--- src/hdl/cdadc_pkg.sv ---
// Shared types, codes and SHA-256 constants for the certificate digest check.
package cdadc_pkg;

  localparam int unsigned CntW   = 25;
  localparam int unsigned LenW   = 24;
  localparam int unsigned QDepth = 4;
  localparam int unsigned QAW    = $clog2(QDepth);

  localparam logic [CntW-1:0] CNT_MAX = {CntW{1'b1}};
  localparam logic [7:0]      SEQ_TAG = 8'h30;
  localparam logic [6:0]      MAX_LEN_BYTES = 7'd3;

  // operation codes
  localparam logic [1:0] OP_CHECK = 2'd0;
  localparam logic [1:0] OP_ALLOW = 2'd1;
  localparam logic [1:0] OP_DENY  = 2'd2;
  localparam logic [1:0] OP_CLEAR = 2'd3;

  // result status codes
  localparam logic [2:0] ST_OK      = 3'd0;
  localparam logic [2:0] ST_MALF    = 3'd1;
  localparam logic [2:0] ST_REVOKED = 3'd2;
  localparam logic [2:0] ST_UNKNOWN = 3'd3;
  localparam logic [2:0] ST_FULL    = 3'd4;

  // one work entry from the front end to the hash/table engine
  typedef struct packed {
    logic            put;    // byte goes into the hash
    logic [7:0]      data;
    logic [5:0]      pos;    // byte position within the 64-byte block
    logic            fin;    // last byte: apply op
    logic            clr;    // clear both tables
    logic [1:0]      op;
    logic            bad;    // certificate malformed (valid with fin)
    logic [CntW-1:0] total;  // hashed length in bytes (valid with fin)
  } item_t;

  function automatic logic [31:0] round_k(input logic [5:0] i);
    logic [31:0] k;
    case (i)
      6'd0: k = 32'h428a2f98;  6'd1: k = 32'h71374491;  6'd2: k = 32'hb5c0fbcf;
      6'd3: k = 32'he9b5dba5;  6'd4: k = 32'h3956c25b;  6'd5: k = 32'h59f111f1;
      6'd6: k = 32'h923f82a4;  6'd7: k = 32'hab1c5ed5;  6'd8: k = 32'hd807aa98;
      6'd9: k = 32'h12835b01;  6'd10: k = 32'h243185be; 6'd11: k = 32'h550c7dc3;
      6'd12: k = 32'h72be5d74; 6'd13: k = 32'h80deb1fe; 6'd14: k = 32'h9bdc06a7;
      6'd15: k = 32'hc19bf174; 6'd16: k = 32'he49b69c1; 6'd17: k = 32'hefbe4786;
      6'd18: k = 32'h0fc19dc6; 6'd19: k = 32'h240ca1cc; 6'd20: k = 32'h2de92c6f;
      6'd21: k = 32'h4a7484aa; 6'd22: k = 32'h5cb0a9dc; 6'd23: k = 32'h76f988da;
      6'd24: k = 32'h983e5152; 6'd25: k = 32'ha831c66d; 6'd26: k = 32'hb00327c8;
      6'd27: k = 32'hbf597fc7; 6'd28: k = 32'hc6e00bf3; 6'd29: k = 32'hd5a79147;
      6'd30: k = 32'h06ca6351; 6'd31: k = 32'h14292967; 6'd32: k = 32'h27b70a85;
      6'd33: k = 32'h2e1b2138; 6'd34: k = 32'h4d2c6dfc; 6'd35: k = 32'h53380d13;
      6'd36: k = 32'h650a7354; 6'd37: k = 32'h766a0abb; 6'd38: k = 32'h81c2c92e;
      6'd39: k = 32'h92722c85; 6'd40: k = 32'ha2bfe8a1; 6'd41: k = 32'ha81a664b;
      6'd42: k = 32'hc24b8b70; 6'd43: k = 32'hc76c51a3; 6'd44: k = 32'hd192e819;
      6'd45: k = 32'hd6990624; 6'd46: k = 32'hf40e3585; 6'd47: k = 32'h106aa070;
      6'd48: k = 32'h19a4c116; 6'd49: k = 32'h1e376c08; 6'd50: k = 32'h2748774c;
      6'd51: k = 32'h34b0bcb5; 6'd52: k = 32'h391c0cb3; 6'd53: k = 32'h4ed8aa4a;
      6'd54: k = 32'h5b9cca4f; 6'd55: k = 32'h682e6ff3; 6'd56: k = 32'h748f82ee;
      6'd57: k = 32'h78a5636f; 6'd58: k = 32'h84c87814; 6'd59: k = 32'h8cc70208;
      6'd60: k = 32'h90befffa; 6'd61: k = 32'ha4506ceb; 6'd62: k = 32'hbef9a3f7;
      6'd63: k = 32'hc67178f2;
      default: k = 32'h0;
    endcase
    return k;
  endfunction

  function automatic logic [31:0] h_init(input logic [2:0] i);
    logic [31:0] h;
    case (i)
      3'd0: h = 32'h6a09e667; 3'd1: h = 32'hbb67ae85;
      3'd2: h = 32'h3c6ef372; 3'd3: h = 32'ha54ff53a;
      3'd4: h = 32'h510e527f; 3'd5: h = 32'h9b05688c;
      3'd6: h = 32'h1f83d9ab; 3'd7: h = 32'h5be0cd19;
      default: h = 32'h0;
    endcase
    return h;
  endfunction

endpackage

--- src/hdl/cdadc_queue.sv ---
// Short work queue between the front end and the engine.
module cdadc_queue import cdadc_pkg::*; (
  input  logic  clk_i,
  input  logic  rst_ni,
  input  logic  push_i,
  input  item_t item_i,
  output logic  full_o,
  input  logic  pop_i,
  output item_t item_o,
  output logic  empty_o
);

  item_t          mem_q [QDepth];
  logic [QAW-1:0] wp_q, rp_q;
  logic [QAW:0]   cnt_q;

  assign full_o  = (cnt_q == (QAW+1)'(QDepth));
  assign empty_o = (cnt_q == '0);
  assign item_o  = mem_q[rp_q];

  always_ff @(posedge clk_i) begin
    if (push_i) begin
      mem_q[wp_q] <= item_i;
    end
  end

  always_ff @(posedge clk_i or negedge rst_ni) begin
    if (!rst_ni) begin
      wp_q  <= '0;
      rp_q  <= '0;
      cnt_q <= '0;
    end else begin
      if (push_i) wp_q <= wp_q + QAW'(1);
      if (pop_i)  rp_q <= rp_q + QAW'(1);
      if (push_i && !pop_i) begin
        cnt_q <= cnt_q + (QAW+1)'(1);
      end else if (pop_i && !push_i) begin
        cnt_q <= cnt_q - (QAW+1)'(1);
      end
    end
  end

endmodule

--- config.mk ---
export PLATFORM = sky130hd
export DESIGN_NAME = cdadc_queue
export DESIGN_NICKNAME = d
export VERILOG_FILES = /design/src/hdl/cdadc_pkg.sv /design/src/hdl/cdadc_queue.sv
export SDC_FILE = /design/constraint.sdc
export NUM_CORES = 1
export LEC_CHECK = 0
export BUFFER_PORTS_ARGS = -buffer_cell sky130_fd_sc_hd__buf_2
export CAP_MARGIN = 20
export CORE_MARGIN = 10
export CORE_UTILIZATION = 55
export DETAILED_ROUTE_END_ITERATION = 8
export GPL_ROUTABILITY_DRIVEN = 0
export PLACE_DENSITY = 0.79
export REMOVE_ABC_BUFFERS = 1
export SLEW_MARGIN = 15
export SYNTH_ARGS = -nofsm -noshare
export SYNTH_HDL_FRONTEND = slang
export SYNTH_SLANG_ARGS = --single-unit
--- constraint.sdc ---
create_clock -name clk_i -period 2.6 [get_ports clk_i]
set_clock_uncertainty 0.15 [all_clocks]
set_input_delay 0.26 -clock clk_i [delete_from_list [all_inputs] [get_ports clk_i]]
set_output_delay 0.26 -clock clk_i [all_outputs]
set_load 0.005 [all_outputs]
Yosys cells after proc, flatten, opt, wreduce, memory -nomap -nowiden
Memories as Yosys holds them, arrays and structs flattened.
Index checks and enable logic that the tools add are counted.
{"block": "classes", "n_addsub": 4, "eq_ne": 1, "mux": 4, "n_reduce_logical": 6}
{"cell": "3-bit 2-to-1 mux", "count": 2}
{"cell": "2-bit by 1-bit adder with 2-bit output (second input constant)", "count": 2}
{"cell": "3-bit by 1-bit adder with 3-bit output (second input constant)", "count": 1}
{"cell": "3-bit equality test (second input constant)", "count": 1}
{"cell": "3-bit zero test", "count": 1}
{"cell": "3-bit by 1-bit subtractor with 3-bit output (second input constant)", "count": 1}
{"cell": "1-bit logical AND", "count": 2}
{"cell": "1-bit zero test", "count": 2}
{"cell": "1-bit 2-to-1 mux", "count": 2}
{"cell": "2-bit nonzero test", "count": 1}
{"block": "word_totals", "out_inout_bits": 47, "regBits": 7, "elab_cells": 19, "inputBits": 49, "mem_count": 1, "ram_bits": 180}
{"memory": "mem_q", "words": 4, "word_bits": 45, "read_ports": 1, "rd_clocked_by_memory_dff": 0, "wr": 1, "line_no": "cdadc_queue.sv:13", "source": "item_t mem_q [QDepth];"}

Longest topological paths before layout
{"block": "depth", "word_depth": 4, "depth_mapped": 7, "depth_no_buf": 7}

Least setup slack after synthesis
No wires, ideal clock.
{"block": "synth_timing", "path_kind": "register -> register", "from": "register wp_q[0]", "to": "memory mem_q[2][0] in the netlist's numbering, enable pin", "required_time_ns": 2.043, "path_buffers": 0, "setup_time_ns": 0.407, "setup_slack_ns": 0.348, "synth_period_minus_slack_ns": 2.252, "t_arrival_ns": 1.696, "stages_incl_launch_ff": 4, "cell_sequence": "dfrtp_1 inv_1 ha_1 and2_1"}
{"element": "from (decl)", "line_no": "cdadc_queue.sv:14", "source": "logic [QAW-1:0] wp_q, rp_q;"}
{"element": "from (signal assigned)", "line_no": "cdadc_queue.sv:33", "source": "if (push_i) wp_q <= wp_q + QAW'(1);"}
{"element": "to (decl)", "line_no": "cdadc_queue.sv:13"}
Straight into the memory's write port.

==> flow_summary.ini <==
[run_status]
status = finished, final reports clean

[clocking]
postCtsSetupBuffers = 0
clk_latency_ns = 0.42
cts_num_sinks = 187
path_clk_slew_ns = 0.06
clk_path_buf_depth = 2
cts_buffers = 17
cts_tree = done
cts-resized-gates = 0
clock-root-buffer = clkbuf_16
h-tree-depth = 4

[pwr]
intPower_mw = 6.46
power_frac_seq_pct = 47.7
p_per_area_nw_per_um2 = 1030
clock_power_share_pct = 24.5
pwr-share-comb_pct = 27.8
finalPower_mw = 8.89
p_sw_mw = 2.42
ir_drop_v = 0.000607
leakage_nw = 3.02
p_sw_share_pct = 27.3

[finish]
layout_common_cells = edfxtp_1, buf_2, dlygate4sd3_1, mux4_2, clkbuf_16
diodes = 0
fin_nets = 490
stdcell_count = 616
drive_gt1_share_pct = 40.6
synthToLayoutAreaGrowth_pct = 24.7
fin_util_pct = 70.8
final_common_cell = edfxtp_1
final_area_sq_um = 8610

[critical_path]
path_delay_family = flip-flops
path_buf_inv = 2
path_max_fanout = 20
crit_path_max_incr_delay_ns = 0.70
critical_path.startpoint_type = flip-flop
end_kind = output port
critPathSlowestCell = dfrtp_4
critical_path.cell_chain = buf_4 > mux4_2 > buf_2
arrival_ns = 2.05
cp.required_ns = 2.19
path_class = reg2out

[drt]
drt_iter0_drc = 217
vias = 3290
vias_per_cell = 5.34
drt_wl_total_mm = 12.9
ant_nets = 0
dr.pass1.iters = 5
wire_per_inst_microns = 20.9
drcViolationCount = 0

[place]
dp_cells = 536
hpwlAfterDp_mm = 8.14
place_ws_ns = 0.560
placed_area_sq_um = 7630
io_buffers = 95

[sta]
max_freq_ghz = 0.407
setup_ws_ns = 0.142
setup_violations = 0
maxSlewHeadroom_pct = 71.5
rsz0062_at_grt = no
finalHoldViolCount = 0
slew_violations = 0
worst_pin_slew_ns = 0.427
layout_worst_path_cycle_share_pct = 94.6
min_period_ns = 2.46
finalSetupTns_ns = 0
whs_ns = 0.0508

[floorplan]
die_h_microns = 132
die-area_sq_um = 17400
die_w_microns = 132
start_util_pct = 56.8
pin_count = 96
num_rows = 40
core_sq_um = 12200

[global_routing]
antenna_found_initial = 0
grt_pass1_vias = 3657
grt_usage_pct = 15.4
grt_pass1_wl_mm = 20.5
grt_max_degree = 26
gr-total-overflow = 0

[min_path]
hold_path.class = in2async

[yosys]
synth_cell_type_count = 20
netlist_area_sq_um = 6910
ys_seq_area_share_pct = 80.8
syn_inst = 269
avgSynthCellArea_sq_um = 25.7
ys_ff_latch = 187
ys_warn_count = 0

[job]
max_cap_viol_count = 0
[synthesized netlist by cell type (all sizes together)]
cell type | number | area, sq um
edfxtp | 180 | 5410
mux4 | 45 | 1010
buf | 10 | 98.8
dfrtp | 7 | 175
ha | 5 | 62.6
and2 | 4 | 25.0
inv | 4 | 15.0
xor2 | 4 | 35.0
nand2 | 2 | 7.51
xnor2 | 2 | 17.5
fa | 1 | 20.0
mux2 | 1 | 11.3
nor2 | 1 | 3.75
nor3 | 1 | 5.00
nor3b | 1 | 7.51
o21ai | 1 | 5.00
[final timing paths]
check	from	end	slack [ns]	depth (start not counted)
max	rp_q[0]	item_o[30]	0.14	3
max in group asynchronous	rst_ni	rp_q[0]	2.07	2
max reg2reg	wp_q[0]	mem_q[0][29]	0.96	4
min	rst_ni	wp_q[0]	0.05	2
min in group clk_i	cnt_q[2]	cnt_q[2]	0.35	1
min reg2reg	cnt_q[2]	cnt_q[2]	0.35	1
[state kept, by name, summed over array words and instances (netlist names)]
register,count
mem_q,180
wp_q,2
cnt_q,3
rp_q,2
[layout make-up]
cell class / instances / area [sq um]
multi-input combinational: 68 / 1220
clock inverter: 11 / 55.1
sequential: 187 / 5590
timing repair buffer: 157 / 1090
fill: 743 / 3550
inverter: 4 / 15.0
clock buffer: 21 / 440
tap: 168 / 210
[layer usage]
metal / global-route usage (%) / part of all wire (%) / vias up
met2: 24.2 / 50 / 110
met1: 19.1 / 41 / 1693
met5: 0 / 0 / -
met4: 5.56 / 1.4 / 0
met3: 5.72 / 6.7 / 17
li1: - / - / 1470
[kinds of logic after synthesis]
| kind of cell | Yosys count | share of synthesized area (%) |
|---|---|---|
| xor gates and xnor gates | 6 | 0.761 |
| adders and majority gates | 6 | 1.20 |
| buffers and inverters | 14 | 1.65 |
| and+or+nand+nor | 9 | 0.706 |
| AOI/OAI and AO/OA | 1 | 0.0724 |
| muxes | 46 | 14.8 |
| DFF | 187 | 80.8 |
[power by group through the flow]
stage	Clock (mW)	Sequential [mW]	Combinational, mW
global placement	0	4.27	2.42
CTS	2.23	4.26	2.54
floorplan	0	4.38	1.26
global route	2.37	4.31	2.69
detailed placement	0	4.31	2.47
finish	2.18	4.24	2.47
[repair_timing]
item,4_1_cts,5_1_grt
endpoints found under the hold margin,191,0
setup endpoints to repair,0,0
hold buffers,48,0
Note: power is estimated with default switching activity, not from simulation.
