--- src/hdl/cdadc_pkg.sv ---
// Shared types, codes and SHA-256 constants for the certificate digest check.
package cdadc_pkg;

  localparam int unsigned CntW   = 25;
  localparam int unsigned LenW   = 24;
  localparam int unsigned QDepth = 4;
  localparam int unsigned QAW    = $clog2(QDepth);

  localparam logic [CntW-1:0] CNT_MAX = {CntW{1'b1}};
  localparam logic [7:0]      SEQ_TAG = 8'h30;
  localparam logic [6:0]      MAX_LEN_BYTES = 7'd3;

  // operation codes
  localparam logic [1:0] OP_CHECK = 2'd0;
  localparam logic [1:0] OP_ALLOW = 2'd1;
  localparam logic [1:0] OP_DENY  = 2'd2;
  localparam logic [1:0] OP_CLEAR = 2'd3;

  // result status codes
  localparam logic [2:0] ST_OK      = 3'd0;
  localparam logic [2:0] ST_MALF    = 3'd1;
  localparam logic [2:0] ST_REVOKED = 3'd2;
  localparam logic [2:0] ST_UNKNOWN = 3'd3;
  localparam logic [2:0] ST_FULL    = 3'd4;

  // one work entry from the front end to the hash/table engine
  typedef struct packed {
    logic            put;    // byte goes into the hash
    logic [7:0]      data;
    logic [5:0]      pos;    // byte position within the 64-byte block
    logic            fin;    // last byte: apply op
    logic            clr;    // clear both tables
    logic [1:0]      op;
    logic            bad;    // certificate malformed (valid with fin)
    logic [CntW-1:0] total;  // hashed length in bytes (valid with fin)
  } item_t;

  function automatic logic [31:0] round_k(input logic [5:0] i);
    logic [31:0] k;
    case (i)
      6'd0: k = 32'h428a2f98;  6'd1: k = 32'h71374491;  6'd2: k = 32'hb5c0fbcf;
      6'd3: k = 32'he9b5dba5;  6'd4: k = 32'h3956c25b;  6'd5: k = 32'h59f111f1;
      6'd6: k = 32'h923f82a4;  6'd7: k = 32'hab1c5ed5;  6'd8: k = 32'hd807aa98;
      6'd9: k = 32'h12835b01;  6'd10: k = 32'h243185be; 6'd11: k = 32'h550c7dc3;
      6'd12: k = 32'h72be5d74; 6'd13: k = 32'h80deb1fe; 6'd14: k = 32'h9bdc06a7;
      6'd15: k = 32'hc19bf174; 6'd16: k = 32'he49b69c1; 6'd17: k = 32'hefbe4786;
      6'd18: k = 32'h0fc19dc6; 6'd19: k = 32'h240ca1cc; 6'd20: k = 32'h2de92c6f;
      6'd21: k = 32'h4a7484aa; 6'd22: k = 32'h5cb0a9dc; 6'd23: k = 32'h76f988da;
      6'd24: k = 32'h983e5152; 6'd25: k = 32'ha831c66d; 6'd26: k = 32'hb00327c8;
      6'd27: k = 32'hbf597fc7; 6'd28: k = 32'hc6e00bf3; 6'd29: k = 32'hd5a79147;
      6'd30: k = 32'h06ca6351; 6'd31: k = 32'h14292967; 6'd32: k = 32'h27b70a85;
      6'd33: k = 32'h2e1b2138; 6'd34: k = 32'h4d2c6dfc; 6'd35: k = 32'h53380d13;
      6'd36: k = 32'h650a7354; 6'd37: k = 32'h766a0abb; 6'd38: k = 32'h81c2c92e;
      6'd39: k = 32'h92722c85; 6'd40: k = 32'ha2bfe8a1; 6'd41: k = 32'ha81a664b;
      6'd42: k = 32'hc24b8b70; 6'd43: k = 32'hc76c51a3; 6'd44: k = 32'hd192e819;
      6'd45: k = 32'hd6990624; 6'd46: k = 32'hf40e3585; 6'd47: k = 32'h106aa070;
      6'd48: k = 32'h19a4c116; 6'd49: k = 32'h1e376c08; 6'd50: k = 32'h2748774c;
      6'd51: k = 32'h34b0bcb5; 6'd52: k = 32'h391c0cb3; 6'd53: k = 32'h4ed8aa4a;
      6'd54: k = 32'h5b9cca4f; 6'd55: k = 32'h682e6ff3; 6'd56: k = 32'h748f82ee;
      6'd57: k = 32'h78a5636f; 6'd58: k = 32'h84c87814; 6'd59: k = 32'h8cc70208;
      6'd60: k = 32'h90befffa; 6'd61: k = 32'ha4506ceb; 6'd62: k = 32'hbef9a3f7;
      6'd63: k = 32'hc67178f2;
      default: k = 32'h0;
    endcase
    return k;
  endfunction

  function automatic logic [31:0] h_init(input logic [2:0] i);
    logic [31:0] h;
    case (i)
      3'd0: h = 32'h6a09e667; 3'd1: h = 32'hbb67ae85;
      3'd2: h = 32'h3c6ef372; 3'd3: h = 32'ha54ff53a;
      3'd4: h = 32'h510e527f; 3'd5: h = 32'h9b05688c;
      3'd6: h = 32'h1f83d9ab; 3'd7: h = 32'h5be0cd19;
      default: h = 32'h0;
    endcase
    return h;
  endfunction

endpackage

--- src/hdl/cdadc_front.sv ---
// Front end: DER header decode, byte counting and work entry generation.
module cdadc_front import cdadc_pkg::*; (
  input  logic       clk_i,
  input  logic       rst_ni,
  input  logic       in_valid_i,
  output logic       in_ready_o,
  input  logic [1:0] op_i,
  input  logic [7:0] data_i,
  input  logic       last_i,
  output logic       q_push_o,
  output item_t      q_item_o,
  input  logic       q_full_i
);

  logic [CntW-1:0] cnt_q, cnt_d;
  logic [LenW-1:0] len_q, len_d;
  logic [1:0]      n_q, n_d;
  logic            bad_q, bad_d;
  logic            accept, put, clr;
  logic [CntW-1:0] off_cur, off_new, total;
  logic            bad_fin;

  assign in_ready_o = !q_full_i;
  assign accept     = in_valid_i && !q_full_i;
  assign clr        = (op_i == OP_CLEAR);

  // header decode for the current byte
  always_comb begin
    n_d     = n_q;
    len_d   = len_q;
    bad_d   = bad_q;
    put     = 1'b0;
    off_cur = CntW'(n_q) + CntW'(2);
    if (cnt_q == '0) begin
      bad_d = bad_q || (data_i != SEQ_TAG);
      put   = 1'b1;
    end else if (cnt_q == CntW'(1)) begin
      put = 1'b1;
      if (data_i[7]) begin
        if (data_i[6:0] > MAX_LEN_BYTES) begin
          bad_d = 1'b1;
        end else begin
          n_d = data_i[1:0];
        end
      end else begin
        len_d = LenW'(data_i);
      end
    end else if (cnt_q < off_cur) begin
      len_d = {len_q[LenW-9:0], data_i};
      put   = 1'b1;
    end else if (!bad_q && (cnt_q < off_cur + CntW'(len_q))) begin
      put = 1'b1;
    end
  end

  // end-of-certificate length checks
  always_comb begin
    cnt_d   = (cnt_q == CNT_MAX) ? cnt_q : cnt_q + CntW'(1);
    off_new = CntW'(n_d) + CntW'(2);
    total   = off_new + CntW'(len_d);
    bad_fin = (cnt_d < CntW'(4)) || bad_d || (off_new > cnt_d) || (total > cnt_d);
  end

  always_comb begin
    q_item_o.put   = put && !clr;
    q_item_o.data  = data_i;
    q_item_o.pos   = cnt_q[5:0];
    q_item_o.fin   = last_i && !clr;
    q_item_o.clr   = clr;
    q_item_o.op    = op_i;
    q_item_o.bad   = bad_fin;
    q_item_o.total = total;
    q_push_o       = accept && (clr || put || last_i);
  end

  always_ff @(posedge clk_i or negedge rst_ni) begin
    if (!rst_ni) begin
      cnt_q <= '0;
      len_q <= '0;
      n_q   <= '0;
      bad_q <= 1'b0;
    end else if (accept) begin
      if (clr || last_i) begin
        cnt_q <= '0;
        len_q <= '0;
        n_q   <= '0;
        bad_q <= 1'b0;
      end else begin
        cnt_q <= cnt_d;
        len_q <= len_d;
        n_q   <= n_d;
        bad_q <= bad_d;
      end
    end
  end

endmodule

--- config.mk ---
export PLATFORM = sky130hd
export DESIGN_NAME = cdadc_front
export DESIGN_NICKNAME = d
export VERILOG_FILES = /design/src/hdl/cdadc_pkg.sv /design/src/hdl/cdadc_front.sv
export SDC_FILE = /design/constraint.sdc
export NUM_CORES = 1
export LEC_CHECK = 0
export BUFFER_PORTS_ARGS = -buffer_cell sky130_fd_sc_hd__buf_2
export CAP_MARGIN = 0
export CORE_UTILIZATION = 59
export CTS_CLUSTER_DIAMETER = 120
export DETAILED_ROUTE_END_ITERATION = 6
export PLACE_DENSITY = 0.81
export SYNTH_ARGS = -nofsm -noshare
export SYNTH_HDL_FRONTEND = slang
export SYNTH_SLANG_ARGS = --single-unit
--- constraint.sdc ---
create_clock -name clk_i -period 14.52 [get_ports clk_i]
set_clock_uncertainty 0.2 [all_clocks]
set_input_delay 2.178 -clock clk_i [delete_from_list [all_inputs] [get_ports clk_i]]
set_output_delay 2.178 -clock clk_i [all_outputs]
set_load 0.05 [all_outputs]
# After elaboration in Yosys (flattened, before gate mapping)
# Index checks and enable logic that the tools add are counted.
dict set report totals {
  reg_bits 52
  output_inout_bits 47
  in_bits 15
  wordCells 56
}
dict set report classes {
  order_cmp 6
  n_eq_ne 4
  addsub 5
  mux 21
  n_reduce_logical 16
}
# op n
set op_table {}
lappend op_table {{24-bit 2-to-1 mux} 5}
lappend op_table {{3-bit by 24-bit adder with 25-bit output} 2}
lappend op_table {{25-bit 2-to-1 mux} 2}
lappend op_table {{25-bit by 1-bit adder with 25-bit output (second input constant)} 1}
lappend op_table {{25-bit by 1-bit equality test with 1-bit output (second input constant)} 1}
lappend op_table {{25-bit equality test (second input constant)} 1}
lappend op_table {{25-bit > comparator} 1}
lappend op_table {{3-bit by 25-bit > comparator with 1-bit output} 1}
lappend op_table {{25-bit zero test} 1}
lappend op_table {{25-bit < comparator} 1}
lappend op_table {{25-bit by 3-bit < comparator with 1-bit output} 1}
lappend op_table {{25-bit by 3-bit < comparator with 1-bit output (second input constant)} 1}
lappend op_table {{2-bit 2-to-1 mux} 5}
lappend op_table {{1-bit 2-to-1 mux} 9}
lappend op_table {{8-bit by 6-bit != test with 1-bit output (second input constant)} 1}
lappend op_table {{7-bit by 2-bit > comparator with 1-bit output (second input constant)} 1}
lappend op_table {{1-bit logical OR} 7}
lappend op_table {{2-bit by 2-bit adder with 3-bit output (second input constant)} 2}
lappend op_table {{1-bit logical AND} 5}
lappend op_table {{1-bit zero test} 3}
lappend op_table {{2-bit equality test (second input constant)} 1}

# Longest topological paths before layout
dict set report depth {
  depth_word 11
  mapped_depth 26
  ltp_nobuf 24
}

# Worst setup path after synthesis
# No wires, ideal clock.
dict set report synth_timing {
  path_kind {input-to-output}
  from {input data_i[6]}
  to {output q_item_o[25] (netlist bit)}
  slack_ps 3557
  stages 17
  t_required_ps 12142
  arrival_ps 8585
  path_buffers 1
  cell_sequence {or3_1 -> or3_1 -> nor3_1 -> mux2i_1 -> inv_1 -> ha_1 -> a21o_1 -> o21a_1 -> nand3_1 -> a2111oi_0 -> ha_1 -> a21oi_1 -> o21ai_0 -> a211oi_1 -> o21ai_0 -> a31o_1 -> buf_4}
}
# item line
set synth_rtl {}
lappend synth_rtl {{from (decl)} cdadc_front.sv:8} ;# input logic [7:0] data_i,
lappend synth_rtl {{to (decl)} cdadc_front.sv:11} ;# output item_t q_item_o,

==> results.md <==
- Syn nets: 803
- GRT met1 Usage: 0.479
- Slew headroom: 0.112
- Comb pwr share: 0.449
- CTS tree: yes
- Post-synth EDFFs: 0
- Mapped cell area: 0.00596 mm²
- Switching Share: 0.435
- Total Routing Usage GR: 0.362
- Clk pwr share: 0.226
- Area growth syn-to-layout: 4.75%
- Busiest layer in global routing: met2
- Met2 usage: 0.574
- CP delay by family, top: compound AO/OA/AOI/OAI gates
- CP endpoint: q_item_o[25]
- Worst Reg-to-Reg Cells: 8
- IO Pins: 62
- Final Hold Fails: 0
- Seq/Total Area, Yosys: 0.218
- Clk root buf: clkbuf_8
- Reg-to-reg endpoint: len_q[4]
- Synth cell count leaders: 74 x nand2_1, 63 x ha_1, 52 x dfrtp_1
- Final setup vio count: 0
- CP max FO: 18
- Initial antenna violation count: 0
- Post-Synthesis Cells: 723
- Slowest stage delay, CP: 0.60 ns
- # rows: 36
- Final slew viol count: 0
- Overflow left after global routing: 0
- Initial core utilization: 0.609
- First DRT Iteration DRCs: 414
- Largest area contributor in the netlist: dfrtp_1
- Switch Pwr: 0.217 mW
- Critical-path top delay cell: nand2_1
- TritonCTS Buffers: 5
- Wire per inst: 21.0 µm
- DP HPWL: 14100 µm
- First drt pass iteration count: 5
- Warnings, synthesis: 0
- Die H: 102 µm
- Final Power: 0.499 mW
- CORE AREA: 0.00977 mm²
- Cells along the critical path: buf_2 -> nor4_1 -> nand3_1 -> nand2_1 -> mux2_2 -> ha_1 -> fa_1 -> a21o_1 -> nand2_1 -> xnor2_1 -> nor2_1 -> a21oi_1 -> ha_1 -> a2111oi_0 -> a21oi_1 -> a211o_1 -> a211oi_1 -> o21ai_0 -> a31o_1 -> buf_2
- Setup TNS: 0 ns
- Clock Sinks: 52
- Placer Congestion: 0.929
- RR Startpoint: cnt_q[0]
- Status: completed
- Syn_area_per_cell: 8.24 µm²
- Max clock buf depth: 2
- Number of setup buffers added after CTS: 0
- Worst-path clk slew: 0.09 ns
- Period utilization: 0.666
- Cell-internal power: 0.282 mW
- Top cell type's share of synthesized area: 0.218
- # nets final: 808
- Vias per cell: 6.63
- Setup crit start kind: primary input
- Worst Setup Path Type: in -> out
- Port bufs: 61
- Min Tclk post-route: 9.68 ns
- FF+latch count, synth: 52
- CP bufs+invs: 2
- # resized after CTS: 0
- Min-delay src: n_q[0]
- Top post-synthesis cells by area: dfrtp_1 22%, ha_1 13%, xnor2_1 5.9%
- Vias post-DR: 5715
- Htree depth: 2
- Seq pwr share: 0.325
- MaxCap Viol Count: 0
- Crit path depth: 20
- F_max: 103 MHz
- Setup crit end kind: primary output
- PD cells: 79.9 mW/mm²
- Die X: 102 µm
- Least-Margin Pin Slew: 1.32 ns
- Clk Latency, worst-skew pair: 0.32 ns
- Die ar.: 0.0105 mm²
- N_diodes: 0
- Critical Path AT: 7.30 ns
- Largest net degree at the start of global routing: 53
- FFs w/ async S/R, synth: 1.00
- Worst hold path type: reg -> reg
- DRT Wirelength: 18100 µm
- Cell variety after synth: 64
- Leakage: 2.79 nW
- CP Launch Point: data_i[7]
- Most common cell in the synthesized netlist: nand2_1
- DRC viols: 0
- R2R setup slack: 10.16 ns
- Met3 Use GR: 0.0650
- Maximum vdd drop: 0.0923 mV
- Data required, critical path: 12.14 ns
- Hold-fix buffers at CTS: 0
- RSZ-0062 raised after global routing: false
- Vias in the first global route: 5399
- Synth Flop Type: dfrtp_1
- Detail Route Antenna Nets: 0
- First-pass GRT wire length: 28800 µm
- Layout cells sized above 1: 0.130
how the worst min path moves through the flow:
stage                  end  slack, ns  cells after the start
detailed placement   bad_q       0.35                      2
finish              n_q[0]       0.38                      2
floorplan            bad_q       0.27                      2
global route         bad_q       0.41                      2
global placement     bad_q       0.35                      2
CTS                  bad_q       0.38                      2
through the flow:
step	hold WS (ns)	setup slack, ns	instances	area, µm²	utilization
2_1_floorplan	0.273	3.56	723	5960	-
3_3_place_gp	0.355	5.05	854	6110	0.625
3_5_place_dp	0.354	4.95	854	6110	0.625
4_1_cts	0.379	4.90	862	6240	0.638
5_1_grt	0.412	4.55	862	6240	0.638
6_report	0.380	4.84	862	6240	0.638
power by group through the flow:
stage,combinational [mW],clock [mW],sequential [mW]
2_1_floorplan,0.173,0,0.155
6_report,0.224,0.112,0.162
5_1_grt,0.240,0.119,0.163
3_5_place_dp,0.219,0,0.164
4_1_cts,0.221,0.114,0.162
3_3_place_gp,0.217,0,0.165
placed cells by master (no fill, tap or decap), types with 24 or more instances in the layout:
cell type  Yosys  layout
nand3_1       33      33
xor2_1        31      31
nand4_1       24      24
nand2_1       74      74
dfrtp_1       52      52
a22o_1        29      29
buf_2          9      61
o21ai_0       42      42
ha_1          63      63
a21oi_1       28      28
nor2_1        39      39
xnor2_1       40      40
cell type report:
class / count / area, µm²
Clock buffer: 7 / 96.3
Sequential cell: 52 / 1300
Fill cell: 908 / 3530
Tap cell: 133 / 166
Timing Repair Buffer: 64 / 328
Multi-Input combinational cell: 591 / 4270
Inverter: 14 / 52.6
Clock inverter: 1 / 30.0
logic make-up after synthesis:
family / synth area share
AO/OA/AOI/OAI: 0.205
multiplexers: 0.0225
buffers and inverters: 0.0655
flip-flops: 0.218
AND/OR/NAND/NOR: 0.245
XOR/XNOR: 0.104
adder cells (fa/ha/maj): 0.139
worst min-delay path: stages (launching register included):
cell and delay (ns):
dfrtp_1 0.42, nand2_1 0.06, o21ai_0 0.07
metal layers:
| metal | part of all wire | routed length (µm) |
|---|---|---|
| met2 | 0.45 | 8130 |
| met1 | 0.42 | 7560 |
| met4 | 0.046 | 835 |
| met3 | 0.088 | 1590 |
| met5 | 0 | 0 |
registers in the layout, indices dropped and copies added (netlist names):
name	cells
cnt_q	25
n_q	2
len_q	24
bad_q	1
No activity file was read; power rests on OpenSTA's default activity.
